**src/design/tmcq_pkg.sv**
```systemverilog
// Shared types, constants and helpers of the tile majority color quantizer.
package tmcq_pkg;

	localparam int MaxTilePixels = 4096;
	localparam int CountWidth    = $clog2(MaxTilePixels + 1);
	localparam int NumLevels     = 3;
	localparam int ChanWidth     = 8;

	localparam logic [ChanWidth-1:0] LowThresholdReset  = 8'd85;
	localparam logic [ChanWidth-1:0] HighThresholdReset = 8'd170;

	// Register indexes on the configuration port.
	localparam logic RegLowThreshold  = 1'b0;
	localparam logic RegHighThreshold = 1'b1;

	typedef enum logic [1:0] {
		LVL_DARK   = 2'd0,
		LVL_MID    = 2'd1,
		LVL_BRIGHT = 2'd2
	} level_t;

	typedef logic [ChanWidth-1:0]  chan_t;
	typedef logic [CountWidth-1:0] count_t;
	typedef count_t [NumLevels-1:0] level_counts_t;

	typedef struct packed {
		logic count_en;
		logic tile_end;
	} lane_ctrl_t;

	function automatic chan_t level_value(level_t lvl);
		chan_t v;
		unique case (lvl)
			LVL_DARK:   v = 8'd0;
			LVL_MID:    v = 8'd127;
			LVL_BRIGHT: v = 8'd255;
			default:    v = 8'd0;
		endcase
		return v;
	endfunction

endpackage

```
**src/design/tile_majority_color_quantizer_top.sv**
```systemverilog
// Top level of the tile majority color quantizer with its configuration registers.
//
// Usage: pixels of one tile arrive on the pixel channel (pix_valid, pix_ready,
// red, green, blue, last_in_tile), one pixel per transaction, and the flag
// last_in_tile marks the final pixel of the tile. For every tile the block
// returns one transaction on the tile channel (tile_valid, tile_ready,
// out_red, out_green, out_blue) that carries the majority level of each
// channel as 0, 127 or 255.
// Throughput is one pixel per cycle unless back-pressure stops it: three channel
// lanes classify and count in the cycle the pixel is taken, so even one-pixel
// tiles stream at full rate. The final counts of a tile are registered in the
// capture stage and its color then in the output register of the merge stage.
// When the receiver stalls, the color waits in the output register and the
// next tile's final counts wait in the capture stage. Once both are full,
// pix_ready drops and no pixel is taken until the receiver accepts the color.
// Reset clears all counters and sets the thresholds to 85 and 170. The
// thresholds are written over the APB port, at byte address 0 for the low
// threshold and 4 for the high one, and should change only while idle.
module tile_majority_color_quantizer_top import tmcq_pkg::*; (
	input  logic        clk,
	input  logic        arst_n,
	// Pixel channel.
	input  logic        pix_valid,
	output logic        pix_ready,
	input  logic [7:0]  red,
	input  logic [7:0]  green,
	input  logic [7:0]  blue,
	input  logic        last_in_tile,
	// Tile color channel.
	output logic        tile_valid,
	input  logic        tile_ready,
	output logic [7:0]  out_red,
	output logic [7:0]  out_green,
	output logic [7:0]  out_blue,
	// Configuration port.
	input  logic        psel,
	input  logic        penable,
	input  logic        pwrite,
	input  logic [2:0]  paddr,
	input  logic [31:0] pwdata,
	output logic [31:0] prdata,
	output logic        pready
);

	chan_t         low_threshold_q;
	chan_t         high_threshold_q;
	logic          pix_take;
	logic          merge_advance;
	lane_ctrl_t    lane_ctrl;
	level_counts_t red_next;
	level_counts_t green_next;
	level_counts_t blue_next;
	logic          valid_s1;
	level_counts_t red_counts_s1;
	level_counts_t green_counts_s1;
	level_counts_t blue_counts_s1;
	logic          cfg_write;

	// Configuration registers. Only bit 2 of the address selects the register.
	assign pready    = 1'b1;
	assign cfg_write = psel && penable && pwrite && pready;

	always_ff @(posedge clk or negedge arst_n) begin
		if (!arst_n) begin
			low_threshold_q  <= LowThresholdReset;
			high_threshold_q <= HighThresholdReset;
		end else if (cfg_write) begin
			unique case (paddr[2])
				RegLowThreshold:  low_threshold_q  <= pwdata[ChanWidth-1:0];
				RegHighThreshold: high_threshold_q <= pwdata[ChanWidth-1:0];
				default: ;
			endcase
		end
	end

	always_comb begin
		unique case (paddr[2])
			RegLowThreshold:  prdata = {{(32 - ChanWidth){1'b0}}, low_threshold_q};
			RegHighThreshold: prdata = {{(32 - ChanWidth){1'b0}}, high_threshold_q};
			default:          prdata = '0;
		endcase
	end

	// A pixel is taken whenever the capture stage is free or drains this cycle.
	assign pix_ready = !valid_s1 || merge_advance;
	assign pix_take  = pix_valid && pix_ready;

	assign lane_ctrl.count_en = pix_take;
	assign lane_ctrl.tile_end = last_in_tile;

	tmcq_lane u_lane_red (
		.clk            (clk),
		.arst_n         (arst_n),
		.ctrl           (lane_ctrl),
		.value          (red),
		.low_threshold  (low_threshold_q),
		.high_threshold (high_threshold_q),
		.counts_next    (red_next)
	);

	tmcq_lane u_lane_green (
		.clk            (clk),
		.arst_n         (arst_n),
		.ctrl           (lane_ctrl),
		.value          (green),
		.low_threshold  (low_threshold_q),
		.high_threshold (high_threshold_q),
		.counts_next    (green_next)
	);

	tmcq_lane u_lane_blue (
		.clk            (clk),
		.arst_n         (arst_n),
		.ctrl           (lane_ctrl),
		.value          (blue),
		.low_threshold  (low_threshold_q),
		.high_threshold (high_threshold_q),
		.counts_next    (blue_next)
	);

	// Capture stage: the final counts of a finished tile, including its last pixel.
	always_ff @(posedge clk or negedge arst_n) begin
		if (!arst_n) begin
			valid_s1 <= 1'b0;
		end else if (pix_take && last_in_tile) begin
			valid_s1 <= 1'b1;
		end else if (merge_advance) begin
			valid_s1 <= 1'b0;
		end
	end

	always_ff @(posedge clk) begin
		if (pix_take && last_in_tile) begin
			red_counts_s1   <= red_next;
			green_counts_s1 <= green_next;
			blue_counts_s1  <= blue_next;
		end
	end

	tmcq_merge u_merge (
		.clk          (clk),
		.arst_n       (arst_n),
		.counts_valid (valid_s1),
		.red_counts   (red_counts_s1),
		.green_counts (green_counts_s1),
		.blue_counts  (blue_counts_s1),
		.advance      (merge_advance),
		.tile_valid   (tile_valid),
		.tile_ready   (tile_ready),
		.out_red      (out_red),
		.out_green    (out_green),
		.out_blue     (out_blue)
	);

	a_tile_end_captured: assert property (@(posedge clk) disable iff (!arst_n)
		pix_take && last_in_tile |=> valid_s1)
		else $error("finished tile was not captured");

	a_capture_holds: assert property (@(posedge clk) disable iff (!arst_n)
		valid_s1 && !merge_advance |=> valid_s1 && $stable(red_counts_s1) &&
			$stable(green_counts_s1) && $stable(blue_counts_s1))
		else $error("captured counts lost while the output stalled");

	a_capture_reaches_output: assert property (@(posedge clk) disable iff (!arst_n)
		valid_s1 && merge_advance |=> tile_valid)
		else $error("captured tile did not reach the output register");

	a_no_overwrite: assert property (@(posedge clk) disable iff (!arst_n)
		valid_s1 && !merge_advance |-> !pix_ready)
		else $error("pixel taken while a stalled capture stage is full");

endmodule

```
**src/design/tmcq_lane.sv**
```systemverilog
// One channel lane: sorts a channel value into a level and keeps the level counters.
module tmcq_lane import tmcq_pkg::*; (
	input  logic          clk,
	input  logic          arst_n,
	input  lane_ctrl_t    ctrl,
	input  chan_t         value,
	input  chan_t         low_threshold,
	input  chan_t         high_threshold,
	output level_counts_t counts_next
);

	level_counts_t counts_q;
	level_t        level;

	always_comb begin
		priority if (value < low_threshold) begin
			level = LVL_DARK;
		end else if (value < high_threshold) begin
			level = LVL_MID;
		end else begin
			level = LVL_BRIGHT;
		end
	end

	// Counts including the current pixel; each counter saturates at the tile bound.
	always_comb begin
		for (int lv = 0; lv < NumLevels; lv++) begin
			if ((level == level_t'(lv)) && (counts_q[lv] < CountWidth'(MaxTilePixels))) begin
				counts_next[lv] = counts_q[lv] + 1'b1;
			end else begin
				counts_next[lv] = counts_q[lv];
			end
		end
	end

	always_ff @(posedge clk or negedge arst_n) begin
		if (!arst_n) begin
			counts_q <= '0;
		end else if (ctrl.count_en) begin
			counts_q <= ctrl.tile_end ? '0 : counts_next;
		end
	end

	a_clear_after_tile: assert property (@(posedge clk) disable iff (!arst_n)
		ctrl.count_en && ctrl.tile_end |=> counts_q == '0)
		else $error("lane counters not cleared after tile end");

	a_hold_when_idle: assert property (@(posedge clk) disable iff (!arst_n)
		!ctrl.count_en |=> $stable(counts_q))
		else $error("lane counters changed without a pixel");

	a_bounded: assert property (@(posedge clk) disable iff (!arst_n)
		ctrl.count_en && !ctrl.tile_end |=>
			counts_q[LVL_DARK] <= CountWidth'(MaxTilePixels) &&
			counts_q[LVL_MID] <= CountWidth'(MaxTilePixels) &&
			counts_q[LVL_BRIGHT] <= CountWidth'(MaxTilePixels))
		else $error("lane counter passed the saturation bound");

endmodule

```
**src/design/tmcq_merge.sv**
```systemverilog
// Merge stage: picks the majority level of each lane and holds the tile color.
module tmcq_merge import tmcq_pkg::*; (
	input  logic          clk,
	input  logic          arst_n,
	input  logic          counts_valid,
	input  level_counts_t red_counts,
	input  level_counts_t green_counts,
	input  level_counts_t blue_counts,
	output logic          advance,
	output logic          tile_valid,
	input  logic          tile_ready,
	output chan_t         out_red,
	output chan_t         out_green,
	output chan_t         out_blue
);

	logic  tile_valid_q;
	chan_t red_q;
	chan_t green_q;
	chan_t blue_q;

	// Strictly greater wins, so a tie keeps the lower level and an empty tile gives dark.
	function automatic level_t pick_level(level_counts_t c);
		count_t best;
		level_t pick;
		best = c[LVL_DARK];
		pick = LVL_DARK;
		if (c[LVL_MID] > best) begin
			best = c[LVL_MID];
			pick = LVL_MID;
		end
		if (c[LVL_BRIGHT] > best) begin
			pick = LVL_BRIGHT;
		end
		return pick;
	endfunction

	assign advance = !tile_valid_q || tile_ready;

	always_ff @(posedge clk or negedge arst_n) begin
		if (!arst_n) begin
			tile_valid_q <= 1'b0;
		end else if (advance) begin
			tile_valid_q <= counts_valid;
		end
	end

	always_ff @(posedge clk) begin
		if (advance && counts_valid) begin
			red_q   <= level_value(pick_level(red_counts));
			green_q <= level_value(pick_level(green_counts));
			blue_q  <= level_value(pick_level(blue_counts));
		end
	end

	assign tile_valid = tile_valid_q;
	assign out_red    = red_q;
	assign out_green  = green_q;
	assign out_blue   = blue_q;

endmodule

```
**config.mk**
```make
export PLATFORM = sky130hd
export DESIGN_NAME = tile_majority_color_quantizer_top
export DESIGN_NICKNAME = d
export VERILOG_FILES = /design/src/design/tmcq_pkg.sv /design/src/design/tile_majority_color_quantizer_top.sv /design/src/design/tmcq_lane.sv /design/src/design/tmcq_merge.sv
export SDC_FILE = /design/constraint.sdc
export NUM_CORES = 1
export LEC_CHECK = 0
export BUFFER_PORTS_ARGS = -buffer_cell sky130_fd_sc_hd__buf_2
export CELL_PAD_IN_SITES_DETAIL_PLACEMENT = 1
export CELL_PAD_IN_SITES_GLOBAL_PLACEMENT = 1
export CORE_ASPECT_RATIO = 2
export CORE_MARGIN = 2
export CORE_UTILIZATION = 30
export DETAILED_ROUTE_END_ITERATION = 16
export HOLD_SLACK_MARGIN = 0.06
export PLACE_DENSITY = 0.64
export SKIP_CTS_REPAIR_TIMING = 1
export SLEW_MARGIN = 15
export SYNTH_ARGS = -nofsm -noshare
export SYNTH_HDL_FRONTEND = slang
export SYNTH_HIERARCHICAL = 1
export SYNTH_SLANG_ARGS = --single-unit
```
**constraint.sdc**
```tcl
create_clock -name clk -period 14.2 [get_ports clk]
set_clock_uncertainty 0.2 [all_clocks]
set_input_delay 1.42 -clock clk [delete_from_list [all_inputs] [get_ports clk]]
set_output_delay 1.42 -clock clk [all_outputs]
set_load 0.01 [all_outputs]
```
### After elaboration in Yosys (flattened, before gate mapping)

Cells that the tools add are included.

* muxes and demuxes: 39
* eq/ne operators: 12
* order comparisons: 21
* $mul: 0
* reductions and logical operators: 24
* $add $sub $neg: 9
* shift-type cells: 0
* divide/modulo/power cells: 0
* bitwise operators: 1

Operator list (count)
* 13-bit two-way mux: 15
* 13-bit by 1-bit adder with 13-bit output (second input constant): 9
* 13-bit < comparator (second input constant): 9
* 39-bit two-way mux: 3
* 13-bit > comparator: 6
* 32-bit case mux with 2 select lines: 1
* 8-bit < comparator: 6
* 8-bit case mux with 2 select lines: 3
* 2-bit two-way mux: 12
* 1-bit logical AND: 14
* 2-bit by 1-bit equality test with 1-bit output (second input constant): 6
* 2-bit equality test (second input constant): 6
* 2-bit logical NOT: 3
* 1-bit two-way mux: 5
* 2-bit AND reduction: 2
* 1-bit logical NOT: 2
* 1-bit logical OR: 2
* 2-bit nonzero test: 1
* 1-bit inverter: 1

* memories kept: 0
* bits in latches: 0
* bits in read-only memories: 0
* RAM bits: 0
* register bits after elaboration: 276
* word-level logic and storage cells: 131
* output and inout bits: 59

### Logic depth before layout (Yosys ltp)

* depth in word-level cells: 9
* depth in mapped cells: 14
* depth with buffers taken out: 13

### By module

Netlist, hierarchy kept.

By module, submodules not included
* tmcq_lane: cells an instance 421, sequential area each 975.9 µm², area each 3393.3 µm², times used 3
* tile_majority_color_quantizer_top: cells an instance 193, sequential area each 3948.8 µm², area each 4496.8 µm², times used 1
* tmcq_merge: cells an instance 315, sequential area each 205.2 µm², area each 2665.1 µm², times used 1

### Least setup slack after synthesis

No wires, ideal clock.

* path kind: in2reg
* start: input port tile_ready
* end: register blue_counts_s1[0] (netlist name) (enable)
* library setup time: 0.607 ns
* path buffers: 0
* setup slack: 6.486 ns
* data arrival time: 6.907 ns
* required time: 13.393 ns
* stages on the path: 3
* cells stage by stage: nand2b_1 > nand2b_1 > nor2b_1

* cells in the longest elaborated chain, start to end: 4

RTL lines
* from (decl): RTL line tile_majority_color_quantizer_top.sv:31 `input logic tile_ready,`
* 1-bit logical OR: RTL line tmcq_merge.sv:38 `assign advance = !tile_valid_q || tile_ready;`
* 1-bit logical OR: RTL line tile_majority_color_quantizer_top.sv:85 `assign pix_ready = !valid_s1 || merge_advance;`
* net pix_ready: RTL line tile_majority_color_quantizer_top.sv:24 `output logic pix_ready,`
* 1-bit logical AND: RTL line tile_majority_color_quantizer_top.sv:86 `assign pix_take = pix_valid && pix_ready;`
* 1-bit logical AND: RTL line tile_majority_color_quantizer_top.sv:133 `if (pix_take && last_in_tile) begin`
* to (signal assigned): RTL line tile_majority_color_quantizer_top.sv:136 `blue_counts_s1 <= blue_next;`
* to (decl): RTL line tile_majority_color_quantizer_top.sv:56 `level_counts_t blue_counts_s1;`

The timed path passes the listed nets, and every way through them passes these cells.
A chain may end at the register's enable or synchronous reset.

### Final worst setup path

* start: register red_counts_s1[10] (netlist name)
* end: register u_merge.red_q[6], in the netlist u_merge/out_red[6] (data pin)

* cells in the longest elaborated chain, start to end: 8
* elaborated cells on any way between the ends: 10
* those cells by class: order compare (2); eq/ne (2); mux (6)

RTL lines
* from (decl): RTL line tile_majority_color_quantizer_top.sv:54 `level_counts_t red_counts_s1;`
* from (signal assigned): RTL line tile_majority_color_quantizer_top.sv:134 `red_counts_s1 <= red_next;`
* 13-bit > comparator: RTL line tmcq_merge.sv:28 `if (c[LVL_MID] > best) begin`
* 13-bit two-way mux: RTL line tmcq_merge.sv:28
* 13-bit two-way mux: RTL line tmcq_merge.sv:49 `if (advance && counts_valid) begin`
* 13-bit > comparator: RTL line tmcq_merge.sv:32 `if (c[LVL_BRIGHT] > best) begin`
* 2-bit two-way mux *: RTL line tmcq_merge.sv:32
* 2-bit two-way mux *: RTL line tmcq_merge.sv:49
* 2-bit equality test or 2-bit by 1-bit equality test with 1-bit output (tied branches): RTL line tmcq_pkg.sv:33 `unique case (lvl)`
* 8-bit case mux with 2 select lines *: RTL line tmcq_pkg.sv:33
* to (signal assigned): RTL line tmcq_merge.sv:50 `red_q <= level_value(pick_level(red_counts));`
* to (decl): RTL line tmcq_merge.sv:18 `chan_t red_q;`

Mark *: on every way between the ends. The rest lies on a longest branch, timed or not. The select of a mux whose other input is x is not followed.

==> flow_metrics.py <==
metrics = {
    "outcome": {
        "status": "completed",
    },
    "final_layout": {
        "multi_input_area_mm2": 0.00900,
        "layout-drive-gt1-share_pct": 12.4,
        "final_common_cell": "inv_1",
        "regArea_mm2": 0.00708,
        "fin_nets": 1987,
        "fillers": 6571,
        "final_cell_mix": "inv_1, ha_1, dfrtp_1, edfxtp_1, nand2_1",
        "syn_to_final_growth_pct": 10.7,
    },
    "synthesis": {
        "ys_seq_area_share_pct": 40.8,
        "synth_area_mm2": 0.0173,
        "synth_flop_cell": "dfrtp_1",
        "synth_edf_count": 123,
        "ys_types": 73,
        "syn_avg_cell_area_um2": 9.79,
        "netlist_top_cells_area": "edfxtp_1, dfrtp_1, ha_1, inv_1, xnor2_1",
        "async_reset_ff_share_pct": 52.3,
        "synth-warning-count": 6,
        "synth_cells": 1771,
        "yosys.area.top_type": "edfxtp_1",
        "yosysTopAreaCellShare_pct": 21.3,
        "yosys_register_bits": 258,
    },
    "cts": {
        "cts_tree": "yes",
        "cts_buffers": 27,
        "cts.clk_slew.worst_paths_ps": 70,
        "cts.sinks": 258,
        "clock_latency_ps": 560,
        "cts_max_path_buffers": 3,
        "cts-htree-levels": 1,
        "cts_root_buf": "clkbuf_16",
    },
    "drt": {
        "wl_um": 56000,
        "dr.pass1.iters": 5,
        "vias": 14100,
        "drtAntennaViolNets": 0,
        "dr.first_iter.drc_count": 815,
        "route.detailed.drc": 0,
        "vias_per_cell": 5.51,
        "wl_per_cell_um": 21.8,
    },
    "critical_path": {
        "arrival_ps": 4600,
        "end_kind": "register",
        "crit_fanout": 13,
        "path_cells": "inv_1, ha_1, nand4_1, nor3_1, o31ai_1, a31oi_2, mux2i_1, ha_1, a21oi_1, nand2_1, a221oi_1, a21oi_1, or2_2",
        "worst-setup-path-type": "reg2reg",
        "crit_family": "compound AO/OA/AOI/OAI gates",
        "critPathSlowestCell": "a31oi_2",
        "worstPathRequired_ps": 14300,
        "crit_buf_inv": 1,
        "critPathMaxStageDelay_ps": 920,
        "reg2reg_slack_ps": 9700,
        "cp-start-kind": "register",
    },
    "timing": {
        "slew_violations": 0,
        "hold_viol": 0,
        "period_share_pct": 31.7,
        "worstMarginPinSlew_ps": 1160,
        "finalCriticalPeriod_ps": 4500,
        "finalSetupViolations": 0,
        "grt_setup_unrepaired": "false",
        "tns_ps": 0,
        "max_freq_mhz": 222,
        "timing.slew.headroom_pct": 22.1,
        "postLayoutSetupSlackWorst_ps": 9700,
    },
    "place": {
        "place.gp.congestion": 0.813,
        "hpwl_um": 41900,
        "portBuffers": 74,
        "place_worst_setup_slack_ps": 9640,
    },
    "pwr": {
        "ir_drop_v": 0.0000771,
        "pwr_density_cell_mw_per_mm2": 139,
        "leakagePower_nw": 8.15,
    },
    "die": {
        "rows": 124,
        "pin_count": 126,
        "coreArea_mm2": 0.0571,
        "die_h_um": 344,
        "dieArea_mm2": 0.0599,
        "chipWidth_um": 174,
        "start_util_pct": 30.4,
    },
    "global_routing": {
        "grt_overflow_total": 0,
        "track_usage_pct": 18.5,
        "grt_antenna_before_repair": 2,
        "grt_max_degree": 72,
        "grt_pass1_wl_um": 86200,
        "grt_pass1_vias": 15300,
    },
    "run": {
        "maxCapViolCount": 0,
    },
    "min_path": {
        "hp-class": "reg2reg",
    },
}
cell type report:
cell class / instances / share of cell area (%)
multi-input cells: 1243 / 46.9
clock inverters: 22 / 1.60
well taps: 756 / 4.93
repair buffers: 99 / 2.94
clock buffers: 27 / 3.52
diodes: 1 / 0.0130
inverters: 162 / 3.17
flip-flops and latches: 258 / 36.9
per-layer routing:
layer	part of all wire, %	global-route usage (%)	routed length [µm]
met1	33	16.7	18700
met2	57	38.4	32200
met3	2.6	1.72	1480
met4	6.5	12.0	3620
met5	0	0	0
cells in the mapped netlist, types with 16 or more instances:
| cell type | instances |
|---|---|
| xnor2_1 | 63 |
| clkbuf_1 | 57 |
| a21oi_1 | 51 |
| buf_2 | 18 |
| o21ai_1 | 37 |
| edfxtp_1 | 123 |
| dfrtp_1 | 127 |
| nand4_1 | 73 |
| o21ai_0 | 24 |
| nor2b_1 | 42 |
| buf_4 | 46 |
| a41oi_1 | 33 |
| and4_1 | 16 |
| nor3_1 | 41 |
| o221ai_1 | 18 |
| nand2_1 | 118 |
| nor4_1 | 43 |
| ha_1 | 129 |
| nor2_1 | 110 |
| mux2_2 | 30 |
| xor2_1 | 36 |
| inv_1 | 159 |
| mux2i_1 | 39 |
| and3_1 | 32 |
| a311oi_1 | 17 |
| nand3_1 | 63 |
per-stage QoR:
step / cell area, µm² / hold WS, ps / utilization (%) / std cells / power [W]
global route: 19200 / 330 / 33.6 / 2568 / 0.00281
floorplan: 17400 / 250 / - / 1794 / 0.00161
CTS: 19200 / 306 / 33.6 / 2567 / 0.00269
finish: 19200 / 301 / 33.6 / 2568 / 0.00267
global placement: 18200 / 261 / 31.9 / 2518 / 0.00183
detailed placement: 18200 / 283 / 31.9 / 2518 / 0.00188
worst paths after layout:
check | from | to | depth (start not counted)
setup / recovery | red_counts_s1[10] | u_merge/out_red[6] | 13
hold / removal | valid_s1 | u_merge/tile_valid | 1
setup reg to reg | red_counts_s1[10] | u_merge/out_red[6] | 13
hold reg to reg | valid_s1 | u_merge/tile_valid | 1
max in group asynchronous | arst_n | u_lane_blue/counts_q[0] | 2
min in group asynchronous | arst_n | u_lane_red/counts_q[30] | 1
logic make-up after synthesis:
| family | count (synthesis) | synth area share, % |
|---|---|---|
| buffers and inverters | 293 | 7.90 |
| multiplexers | 69 | 4.20 |
| XOR/XNOR | 99 | 5.00 |
| flip-flops | 258 | 40.8 |
| other | 2 | 0.0433 |
| adder cells (fa/ha/maj) | 129 | 9.31 |
| AND/OR/NAND/NOR | 586 | 18.0 |
| AO/OA/AOI/OAI | 335 | 14.7 |
power breakdown:
group	switching (W)	internal [W]	leakage, nW
Clock	0.000327	0.000476	0.467
Combinational	0.000496	0.000279	4.72
Sequential	0.000158	0.000934	2.96
Total	0.000981	0.00169	8.15
registers in the layout (all words and copies together), names as in the netlist:
| signal | cells |
|---|---|
| blue_counts_s1 | 39 |
| green_counts_s1 | 39 |
| red_counts_s1 | 39 |
| u_lane_blue/counts_q | 39 |
| u_lane_green/counts_q | 39 |
| u_lane_red/counts_q | 39 |
| high_threshold_q | 8 |
| low_threshold_q | 8 |
| u_merge/out_blue | 2 |
| u_merge/out_green | 2 |
| u_merge/out_red | 2 |
| u_merge/tile_valid | 1 |
| valid_s1 | 1 |
Power figures use the tool's default switching activity.
